--- src/design/suif_pkg.sv ---
// ----------------------------------------------------------------------------
// suif_pkg
// Shared constants, operation codes and control structs of the event driven
// uart with idle line frame detection.
// ----------------------------------------------------------------------------
package suif_pkg;

    // buffer geometry
    localparam int BufDepth = 128;
    localparam int AddrW    = $clog2(BufDepth);
    localparam int CountW   = $clog2(BufDepth + 1);

    // fixed field widths
    localparam int OpW      = 3;
    localparam int ByteW    = 8;
    localparam int IdxW     = 7;
    localparam int LenW     = 8;
    localparam int IdleCfgW = 4;
    localparam int IdleCntW = 5;
    localparam int BitCntW  = 4;
    localparam int TxPhW    = 4;

    localparam logic [IdleCfgW-1:0] IdleTicksRst = IdleCfgW'(3);
    localparam logic [BitCntW-1:0]  RxBitsPerByte = BitCntW'(8);
    localparam logic [TxPhW-1:0]    TxLastData    = TxPhW'(8);
    localparam logic [IdleCntW-1:0] IdleCntMax    = '1;

    // request operation codes
    typedef enum logic [OpW-1:0] {
        OP_TICK       = 3'd0,
        OP_START      = 3'd1,
        OP_TX_WRITE   = 3'd2,
        OP_RX_READ    = 3'd3,
        OP_RX_RELEASE = 3'd4
    } t_op;

    // receive phase
    typedef enum logic [1:0] {
        RX_IDLE  = 2'd0,
        RX_ARMED = 2'd1,
        RX_RECV  = 2'd2
    } t_rx_phase;

    // decoded request, every strobe already qualified by acceptance
    typedef struct packed {
        logic              accepted;
        logic              tick;
        logic              start;
        logic              tx_write;
        logic              rx_read;
        logic              rx_release;
        logic              rx_pin;
        logic [ByteW-1:0]  tx_byte;
        logic              tx_last;
        logic [IdxW-1:0]   read_index;
    } t_cmd;

    // transmit side state after the request
    typedef struct packed {
        logic level;
        logic busy;
    } t_tx_stat;

    // receive side state after the request
    typedef struct packed {
        logic              ready;
        logic [LenW-1:0]   length;
        logic              read_fail;
    } t_rx_stat;

endpackage

--- src/design/soft_uart_idle_frame.sv ---
// A result is valid in the cycle after its request is accepted.
// One request per cycle while the output is not stalled; the receive buffer
// read port is registered and delivers the byte of a read with its result.
// A stalled result in the output register holds off the next request; the
// next request enters in the cycle the result leaves. Reset clears all
// control state, sets idle_ticks to 3 and the line high; buffers not cleared.
// ----------------------------------------------------------------------------
// soft_uart_idle_frame
// Top level: request decode, idle_ticks register, output register and the
// valid/stall handshakes around the transmit and receive sides.
// ----------------------------------------------------------------------------
module soft_uart_idle_frame (
    input  logic                          i_clk,
    input  logic                          i_rst_n,
    input  logic                          i_valid,
    output logic                          o_stall,
    input  logic [suif_pkg::OpW-1:0]      i_operation,
    input  logic                          i_rx_pin,
    input  logic [suif_pkg::ByteW-1:0]    i_tx_byte,
    input  logic                          i_tx_last,
    input  logic [suif_pkg::IdxW-1:0]     i_read_index,
    output logic                          o_valid,
    input  logic                          i_stall,
    output logic                          o_tx_pin,
    output logic [suif_pkg::ByteW-1:0]    o_rx_byte,
    output logic                          o_frame_ready,
    output logic [suif_pkg::LenW-1:0]     o_frame_length,
    output logic                          o_tx_busy,
    output logic                          o_status,
    input  logic                          i_cfg_we,
    input  logic [suif_pkg::IdleCfgW-1:0] i_cfg_wdata
);
    import suif_pkg::*;

    logic                r_out_valid;
    logic                r_tx_pin;
    logic                r_frame_ready;
    logic [LenW-1:0]     r_frame_length;
    logic                r_tx_busy;
    logic                r_status;
    logic [IdleCfgW-1:0] r_idle_ticks;
    logic                accept;
    t_cmd                cmd;
    t_tx_stat            tx_stat;
    t_rx_stat            rx_stat;

    // handshake
    assign o_stall = r_out_valid && i_stall;
    assign accept  = i_valid && !o_stall;

    // request decode
    always_comb begin
        cmd            = '0;
        cmd.accepted   = accept;
        cmd.rx_pin     = i_rx_pin;
        cmd.tx_byte    = i_tx_byte;
        cmd.tx_last    = i_tx_last;
        cmd.read_index = i_read_index;
        if (accept) begin
            unique case (i_operation)
                OP_TICK:       cmd.tick       = 1'b1;
                OP_START:      cmd.start      = 1'b1;
                OP_TX_WRITE:   cmd.tx_write   = 1'b1;
                OP_RX_READ:    cmd.rx_read    = 1'b1;
                OP_RX_RELEASE: cmd.rx_release = 1'b1;
                default:       cmd.tick       = 1'b0;
            endcase
        end
    end

    // idle gap register
    always_ff @(posedge i_clk) begin
        if (!i_rst_n) begin
            r_idle_ticks <= IdleTicksRst;
        end else if (i_cfg_we) begin
            r_idle_ticks <= i_cfg_wdata;
        end
    end

    suif_tx u_tx (
        .i_clk   (i_clk),
        .i_rst_n (i_rst_n),
        .i_cmd   (cmd),
        .o_stat  (tx_stat)
    );

    suif_rx u_rx (
        .i_clk        (i_clk),
        .i_rst_n      (i_rst_n),
        .i_cmd        (cmd),
        .i_idle_ticks (r_idle_ticks),
        .o_stat       (rx_stat),
        .o_rx_byte    (o_rx_byte)
    );

    // output valid
    always_ff @(posedge i_clk) begin
        if (!i_rst_n) begin
            r_out_valid <= 1'b0;
        end else if (accept) begin
            r_out_valid <= 1'b1;
        end else if (!i_stall) begin
            r_out_valid <= 1'b0;
        end
    end

    // output payload
    always_ff @(posedge i_clk) begin
        if (accept) begin
            r_tx_pin       <= tx_stat.level;
            r_tx_busy      <= tx_stat.busy;
            r_frame_ready  <= rx_stat.ready;
            r_frame_length <= rx_stat.length;
            r_status       <= rx_stat.read_fail;
        end
    end

    assign o_valid        = r_out_valid;
    assign o_tx_pin       = r_tx_pin;
    assign o_frame_ready  = r_frame_ready;
    assign o_frame_length = r_frame_length;
    assign o_tx_busy      = r_tx_busy;
    assign o_status       = r_status;

endmodule

--- src/design/suif_tx.sv ---
// ----------------------------------------------------------------------------
// suif_tx
// Transmit buffer memory and 8n1 bit sequencer. The byte at the current
// position is prefetched from the memory every cycle.
// ----------------------------------------------------------------------------
module suif_tx (
    input  logic               i_clk,
    input  logic               i_rst_n,
    input  suif_pkg::t_cmd     i_cmd,
    output suif_pkg::t_tx_stat o_stat
);
    import suif_pkg::*;

    logic [ByteW-1:0]  r_mem [BufDepth];
    logic [ByteW-1:0]  r_rdata;
    logic [CountW-1:0] r_len, n_len;
    logic [CountW-1:0] r_pos, n_pos;
    logic [TxPhW-1:0]  r_phase, n_phase;
    logic [CountW-1:0] r_load, n_load;
    logic              r_level, n_level;
    logic              sending;
    logic              mem_we;
    logic [2:0]        bit_sel;

    assign sending = (r_pos < r_len);
    assign bit_sel = 3'(r_phase - TxPhW'(1));

    // sequencer and buffer load
    always_comb begin
        n_len   = r_len;
        n_pos   = r_pos;
        n_phase = r_phase;
        n_load  = r_load;
        n_level = r_level;
        mem_we  = 1'b0;
        if (i_cmd.tick && sending) begin
            if (r_phase == '0) begin
                n_level = 1'b0;
                n_phase = TxPhW'(1);
            end else if (r_phase <= TxLastData) begin
                n_level = r_rdata[bit_sel];
                n_phase = r_phase + TxPhW'(1);
            end else begin
                n_level = 1'b1;
                n_pos   = r_pos + CountW'(1);
                n_phase = '0;
            end
        end
        if (i_cmd.tx_write) begin
            // first byte of a load aborts any frame in flight
            if (r_load == '0) begin
                n_len   = '0;
                n_pos   = '0;
                n_phase = '0;
            end
            if (r_load < CountW'(BufDepth)) begin
                mem_we = 1'b1;
                n_load = r_load + CountW'(1);
            end
            if (i_cmd.tx_last) begin
                n_len   = n_load;
                n_pos   = '0;
                n_phase = '0;
                n_load  = '0;
            end
        end
    end

    // control registers
    always_ff @(posedge i_clk) begin
        if (!i_rst_n) begin
            r_len   <= '0;
            r_pos   <= '0;
            r_phase <= '0;
            r_load  <= '0;
            r_level <= 1'b1;
        end else begin
            r_len   <= n_len;
            r_pos   <= n_pos;
            r_phase <= n_phase;
            r_load  <= n_load;
            r_level <= n_level;
        end
    end

    // buffer memory, read port follows the send position
    always_ff @(posedge i_clk) begin
        if (mem_we) begin
            r_mem[r_load[AddrW-1:0]] <= i_cmd.tx_byte;
        end
        r_rdata <= r_mem[r_pos[AddrW-1:0]];
    end

    assign o_stat.level = n_level;
    assign o_stat.busy  = (n_pos < n_len);

endmodule

--- src/design/suif_rx.sv ---
// ----------------------------------------------------------------------------
// suif_rx
// Receive shifter, idle gap frame detector and receive buffer memory with a
// registered read port for byte reads.
// ----------------------------------------------------------------------------
module suif_rx (
    input  logic                          i_clk,
    input  logic                          i_rst_n,
    input  suif_pkg::t_cmd                i_cmd,
    input  logic [suif_pkg::IdleCfgW-1:0] i_idle_ticks,
    output suif_pkg::t_rx_stat            o_stat,
    output logic [suif_pkg::ByteW-1:0]    o_rx_byte
);
    import suif_pkg::*;

    logic [ByteW-1:0]    r_mem [BufDepth];
    logic [ByteW-1:0]    r_rdata;
    logic                r_rd_ok;
    t_rx_phase           r_phase, n_phase;
    logic [BitCntW-1:0]  r_bits, n_bits;
    logic [ByteW-1:0]    r_shift, n_shift;
    logic [CountW-1:0]   r_count, n_count;
    logic                r_seen, n_seen;
    logic                r_ready, n_ready;
    logic [IdleCntW-1:0] r_idle, n_idle;
    logic                byte_done;
    logic                mem_we;
    logic                rd_ok;

    // a byte completes on the eighth sample
    assign byte_done = i_cmd.tick && (r_phase == RX_RECV)
                       && ((r_bits + BitCntW'(1)) >= RxBitsPerByte);

    // phase next state
    always_comb begin
        n_phase = r_phase;
        unique case (r_phase)
            RX_ARMED: begin
                if (i_cmd.tick) n_phase = RX_RECV;
            end
            RX_RECV: begin
                if (byte_done) n_phase = RX_IDLE;
            end
            default: begin
                if (i_cmd.start) n_phase = RX_ARMED;
            end
        endcase
    end

    // shifter, counters and frame flags
    always_comb begin
        n_bits  = r_bits;
        n_shift = r_shift;
        n_count = r_count;
        n_seen  = r_seen;
        n_ready = r_ready;
        n_idle  = r_idle;
        mem_we  = 1'b0;
        if (i_cmd.tick) begin
            if (r_phase == RX_RECV) begin
                n_shift = {i_cmd.rx_pin, r_shift[ByteW-1:1]};
                n_bits  = r_bits + BitCntW'(1);
                if (byte_done) begin
                    if (r_count < CountW'(BufDepth)) begin
                        mem_we  = 1'b1;
                        n_count = r_count + CountW'(1);
                    end
                    n_seen = 1'b1;
                end
            end else if (r_phase != RX_ARMED && r_seen && !r_ready) begin
                if (r_idle != IdleCntMax) n_idle = r_idle + IdleCntW'(1);
                if (n_idle > IdleCntW'(i_idle_ticks)) begin
                    n_seen  = 1'b0;
                    n_ready = 1'b1;
                end
            end
        end
        if (i_cmd.start && r_phase != RX_ARMED && r_phase != RX_RECV) begin
            n_bits  = '0;
            n_shift = '0;
            n_idle  = '0;
            n_ready = 1'b0;
        end
        if (i_cmd.rx_release) begin
            n_count = '0;
            n_ready = 1'b0;
        end
    end

    assign rd_ok = r_ready && (CountW'(i_cmd.read_index) < r_count);

    // control registers
    always_ff @(posedge i_clk) begin
        if (!i_rst_n) begin
            r_phase <= RX_IDLE;
            r_bits  <= '0;
            r_shift <= '0;
            r_count <= '0;
            r_seen  <= 1'b0;
            r_ready <= 1'b0;
            r_idle  <= '0;
            r_rd_ok <= 1'b0;
        end else begin
            r_phase <= n_phase;
            r_bits  <= n_bits;
            r_shift <= n_shift;
            r_count <= n_count;
            r_seen  <= n_seen;
            r_ready <= n_ready;
            r_idle  <= n_idle;
            if (i_cmd.accepted) r_rd_ok <= i_cmd.rx_read && rd_ok;
        end
    end

    // buffer memory, read data held while the result waits
    always_ff @(posedge i_clk) begin
        if (mem_we) begin
            r_mem[r_count[AddrW-1:0]] <= n_shift;
        end
        if (i_cmd.rx_read) begin
            r_rdata <= r_mem[AddrW'(i_cmd.read_index)];
        end
    end

    assign o_stat.ready     = n_ready;
    assign o_stat.length    = LenW'(n_count);
    assign o_stat.read_fail = i_cmd.rx_read && !rd_ok;
    assign o_rx_byte        = r_rd_ok ? r_rdata : '0;

endmodule

--- config.mk ---
export PLATFORM = sky130hd
export DESIGN_NAME = soft_uart_idle_frame
export DESIGN_NICKNAME = d
export VERILOG_FILES = /design/src/design/suif_pkg.sv /design/src/design/soft_uart_idle_frame.sv /design/src/design/suif_tx.sv /design/src/design/suif_rx.sv
export SDC_FILE = /design/constraint.sdc
export NUM_CORES = 2
export LEC_CHECK = 0
export BUFFER_PORTS_ARGS = -buffer_cell sky130_fd_sc_hd__clkbuf_2
export CORE_MARGIN = 4
export CORE_UTILIZATION = 45
export DETAILED_ROUTE_END_ITERATION = 12
export PLACE_DENSITY = 0.66
export SYNTH_ARGS = -nofsm -noshare
export SYNTH_HDL_FRONTEND = slang
export SYNTH_SLANG_ARGS = --single-unit
--- constraint.sdc ---
create_clock -name i_clk -period 19.5 [get_ports i_clk]
set_input_delay 3.9 -clock i_clk [delete_from_list [all_inputs] [get_ports i_clk]]
set_output_delay 3.9 -clock i_clk [all_outputs]
set_load 0.02 [all_outputs]
**After elaboration in Yosys (flattened, before gate mapping)**

Memories as Yosys holds them, arrays and structs flattened. A register that Yosys moved wholly into a read port is not among the register bits.
Index checks and enable logic that the tools add are counted.

- Memories: 2
- Memory bits (writable): 2048
- Register bits: 76
- Input port bits: 29
- Output and inout port bits: 22
- Logic and storage cells: 145

Memory list:

| name | words | width | rd ports | clocked after memory_dff | write ports | RTL line | RTL |
|---|---|---|---|---|---|---|---|
| u_rx.r_mem | 128 | 8 | 1 | 1 | 1 | suif_rx.sv:16 | `logic [ByteW-1:0] r_mem [BufDepth];` |
| u_tx.r_mem | 128 | 8 | 1 | 1 | 1 | suif_tx.sv:14 | `logic [ByteW-1:0] r_mem [BufDepth];` |

- Multiplexer cells: 67
- $add $sub $neg: 7
- $lt $le $gt $ge: 9
- Equal/unequal tests: 12
- Reductions and logical operators: 26
- Bitwise operators: 2

Operators by type and width:

| cell | number |
|---|---|
| 8-bit two-way mux | 20 |
| 1-bit two-way mux | 31 |
| 5-bit two-way mux | 5 |
| 8-bit by 1-bit adder with 8-bit output, second input constant | 3 |
| 4-bit two-way mux | 6 |
| 8-bit < comparator | 2 |
| 8-bit < comparator, second input constant | 2 |
| 1-bit logical AND | 12 |
| 4-bit by 1-bit adder with 4-bit output, second input constant | 2 |
| 8-bit logical NOT | 1 |
| 7-bit by 8-bit < comparator with 1-bit output | 1 |
| 2-bit by 1-bit != test with 1-bit output, second input constant | 4 |
| 3-bit by 2-bit equality test with 1-bit output, second input constant | 2 |
| 2-bit two-way mux | 3 |
| 3-bit AND reduction | 2 |
| 5-bit by 1-bit adder with 5-bit output, second input constant | 1 |
| 5-bit by 4-bit greater-than comparator with 1-bit output | 1 |
| 5-bit != test, second input constant | 1 |
| 4-bit >= comparator, second input constant | 1 |
| 4-bit <= comparator, second input constant | 1 |
| 4-bit logical NOT | 1 |
| 3-bit by 4-bit < comparator with 1-bit output, second input constant | 1 |
| 2-bit case mux with 2 select lines | 1 |
| 4-bit AND reduction | 1 |
| other kinds (14) | 18 |

**Logic depth before layout (Yosys ltp)**

- Depth after elaboration: 13
- Gate-level depth with buffers: 18
- Gate-level depth less buffers: 16

**By module**

Synthesis repeated with hierarchy kept, for this count alone.

- Cells, all modules: 4225
- Area, all modules: 83781.6 um2

By module, submodules not included:

| module | cells each | seq. area each (um2) | area an instance (um2) | instances |
|---|---|---|---|---|
| suif_tx | 2078 | 31490.2 | 41676.2 | 1 |
| suif_rx | 2109 | 31590.3 | 41493.5 | 1 |
| soft_uart_idle_frame | 38 | 460.4 | 611.8 | 1 |

**Worst setup path after synthesis**

Ideal clock, no wire load.

- Path type: input port to flip-flop
- Start: in i_valid
- End: mem u_rx.r_mem[0][7] (data pin)
- Data arrival time: 8.394 ns
- Setup slack: 10.211 ns
- Data required time: 18.605 ns
- Library setup time: 0.895 ns
- Path buffers: 1
- Stages: 6
- Cells stage by stage: a21bo_2 -> nor4_2 -> and2_1 -> clkbuf_1 -> nand2_1 -> a21oi_1

- Cells in the longest elaborated chain, start to end: 5
- Elaborated cells on any way between the ends: 6
- Those cells by class: mux: 3; reduce/logical: 3

RTL lines:

| element | RTL line | RTL |
|---|---|---|
| start: declaration | soft_uart_idle_frame.sv:15 | `input logic i_valid,` |
| 1-bit logical AND * | soft_uart_idle_frame.sv:49 | `assign accept = i_valid && !o_stall;` |
| 5-bit two-way mux * | soft_uart_idle_frame.sv:59 | `if (accept) begin` |
| 1-bit logical AND (2 in a row) | suif_rx.sv:78 | `if (i_cmd.start && r_phase != RX_ARMED && r_phase != RX_RECV) begin` |
| 8-bit two-way mux * | suif_rx.sv:78 |  |
| via u_rx.n_shift[7] | suif_rx.sv:21 | `logic [ByteW-1:0] r_shift, n_shift;` |
| end: declaration | suif_rx.sv:16 |  |

Mark *: on every way through the listed nets, which the timed path passes. The rest lies on a longest branch.

**Worst setup path after layout**

- Start: in i_stall
- End: out o_stall

- Cells in the longest elaborated chain, start to end: 1

RTL lines:

| element | RTL line | RTL |
|---|---|---|
| start: declaration | soft_uart_idle_frame.sv:23 | `input logic i_stall,` |
| 1-bit logical AND | soft_uart_idle_frame.sv:48 | `assign o_stall = r_out_valid && i_stall;` |
| end: declaration | soft_uart_idle_frame.sv:16 | `output logic o_stall,` |

Every way passes these cells.

==> impl_results.md <==
* Status: finished, final reports clean
* GRT overflow at 0
* Top_reg_cell synth: edfxtp_1
* Initial antenna violation count at 4
* GRT Total Usage at 19.7%
* Largest net degree at the start of global routing at 142
* Clock sinks at 2140
* Synth Area in Simple Gates at 3.21%
* Synth Area in Adders at 0.506%
* DP HPWL at 114000 microns
* P_leak at 26.9 nW
* Core box area at 186000 sq um
* Yosys warns at 0
* Syn nets at 4175
* # setup viols final at 0
* Worst setup startpoint: i_stall
* Yosys cell types at 67
* Async SR Flop Fraction at 0%
* Worst Setup EP: o_stall
* Worst reg2reg path depth at 13
* Vert. Die Dim at 440 microns
* Power Internal at 7.14 mW
* Largest family of logic cells by synthesized area: multiplexers
* Clock power frac at 42.2%
* First drt pass iteration count at 6
* Share of layout cells above drive strength 1 at 22.2%
* Arr. time, crit path at 4.31 ns
* Vias at 40600
* Largest area contributor in the netlist: edfxtp_1
* CP endpoint kind: output pin
* DIE WIDTH at 440 microns
* Worst reg2reg path endpoint: o_tx_busy
* Synth Area in Compound Gates at 2.46%
* DP Area at 86900 sq um
* Post-CTS setup buffer count at 0
* Remaining DRCs at 0
* Seq/Total Area, Yosys at 75.6%
* Worst-Margin Slew at 1.26 ns
* Final ANT Viol Nets at 0
* Starting Density at 45.3%
* Crit Path Max Fanout at 2
* Worst path required time at 15.60 ns
* Initial DRC count at 4985
* Hold Buf Count CTS at 0
* Net Sw Frac at 19.9%
* Syn avg cell area at 20.5 sq um
* PostCTS Resize Cnt at 0
* Endpoints failing hold at 0
* Startpoint Class: input pin
* Setup TNS at 0 ns
* Max-slew violations at 0
* Syn Inst Count at 4112
* Pwr dens at 95.6 nW/um^2
* Flop-to-flop setup slack at 14.36 ns
* XOR/XNOR Fraction of Synth Area at 0.260%
* H-tree depth at 4
* Nets@finish at 4269
* Crit path time final at 8.21 ns
* GPL Wtd Cong at 0.858
* Net Switching at 1.77 mW
* Post-synthesis mux area share at 16.4%
* Top cells by area, synth: edfxtp_1, mux4_2, mux2i_1
* Io pins at 51
* Peak supply drop at 0.0850 mV
* Vias in the first global route at 40600
* Comb pwr share at 1.6%
* First-pass GRT wire length at 282000 microns
* #FFs+latches synth at 2140
* Layout Area Growth over Synthesis at 10.9%
* Syn Std Cell Area at 84100 sq um
* FMAX at 122 MHz
* Worst-Skew Late Latency at 0.81 ns
* Reg2reg start: u_tx.r_pos[6]
* Clk pin slew, worst setup/hold paths at 0.06 ns
* Final period util at 42.1%
* Root Driver: clkbuf_16
* Number of buffers created by CTS at 200
* Fin Clk Skew at 0.0250 ns
* Max-cap violations at 0
* Via density at 5.92
* RSZ-0062 raised after global routing: false
* Critical path class: in2out
* EDFF count, synth at 2068
* Hold crit path type: reg2reg
* IO Port Bufs at 50
* Wire per inst at 27.8 microns
* Slew headroom at 15.8%
* Share of the synthesized area in the top cell type at 73.8%
* Full die area at 194000 sq um
* Final instance area at 93200 sq um
* Total wire length at 191000 microns
* Number of core rows at 158
* Clock tree buffer depth at 3
* CTS tree: yes
* Hold Slack at 0.498 ns
* Sequential Power Share at 56.1%
## state kept, by name, indices dropped and copies added (netlist names), 2 cells and up
name,count
u_rx.r_mem,1024
u_tx.r_mem,1024
o_frame_length,8
u_rx.r_count,8
u_rx.r_rdata,8
u_rx.r_shift,8
u_tx.r_len,8
u_tx.r_load,8
u_tx.r_pos,8
u_tx.r_rdata,8
u_rx.r_idle,5
r_idle_ticks,4
u_rx.r_bits,4
u_tx.r_phase,4
u_rx.r_phase,2
## cells in the mapped netlist, types with 35 or more instances
cell / number
a21oi_1: 82
a221oi_1: 50
a22oi_1: 39
buf_2: 72
buf_4: 35
clkbuf_1: 70
dfxtp_1: 72
edfxtp_1: 2068
mux2_2: 41
mux2i_1: 186
mux4_2: 509
nand2_1: 104
nor2_1: 370
## placed cells by master, fill, tap and decap left out, types with 41 or more instances in the layout
master	synthesis	layout
nand2_1	104	104
nor2_1	370	369
clkinv_1	1	55
a21oi_1	82	74
dfxtp_1	72	68
edfxtp_1	2068	2068
clkbuf_1	70	45
mux4_2	509	509
clkbuf_16	0	207
buf_4	35	66
a221oi_1	50	50
mux2_2	41	41
mux2i_1	186	186
## area by class of cell
type | count | area (sq um)
clock inverters | 114 | 850
flip-flops and latches | 2140 | 63600
repair buffers | 112 | 812
diodes | 2 | 5.00
fillers | 14600 | 92400
multi-input cells | 1718 | 19300
well taps | 2480 | 3100
inverters | 34 | 128
clock buffers | 259 | 5450
## worst max-delay path, cell delays in order
cell      delay (ns)
clkbuf_2        0.09
and2_1          0.16
clkbuf_2        0.15
## metrics by stage
stage	setup slack, ns	total power, mW	cells	util (%)
finish	11.29	8.91	6859	50.2
global route	11.26	9.18	6858	50.2
CTS	11.29	8.97	6857	50.2
detailed placement	11.17	5.25	6484	46.8
global placement	11.06	5.25	6482	46.8
floorplan	10.21	5.19	4112	-
## routing by layer
metal  GRT usage [%]  vias up  wire, microns
met5               0        -              0
met4            6.27        0           5700
met3            3.26      310          13700
met2            31.2     1690          92700
met1            28.3    21500          78400
li1                -    17100              -
## power by group through the flow
| stage | combinational (mW) | clock, mW | sequential [mW] |
|---|---|---|---|
| finish | 0.146 | 3.77 | 5.00 |
| global route | 0.157 | 4.02 | 5.00 |
| CTS | 0.149 | 3.82 | 5.00 |
| detailed placement | 0.148 | 0 | 5.10 |
| global placement | 0.145 | 0 | 5.10 |
| floorplan | 0.0817 | 0 | 5.10 |
## cells by family (layout without fill, tap and decap cells)
family | Yosys count | after routing
adder cells (fa/ha/maj) | 34 | 34
AO/OA/AOI/OAI | 305 | 305
other | 0 | 2
multiplexers | 736 | 736
flip-flops | 2140 | 2140
buffers and inverters | 254 | 519
XOR/XNOR | 25 | 25
AND/OR/NAND/NOR | 618 | 618
## worst min-delay path by stage
stage,start,end,cells past startpoint
floorplan,r_idle_ticks[0],r_idle_ticks[0],2
global placement,u_rx.r_bits[1],u_rx.r_bits[1],2
detailed placement,u_rx.r_bits[1],u_rx.r_bits[1],2
CTS,u_rx.r_bits[1],u_rx.r_bits[1],2
global route,u_rx.r_bits[1],u_rx.r_bits[1],2
finish,r_idle_ticks[0],r_idle_ticks[0],2
Power figures use the tool's default switching activity.
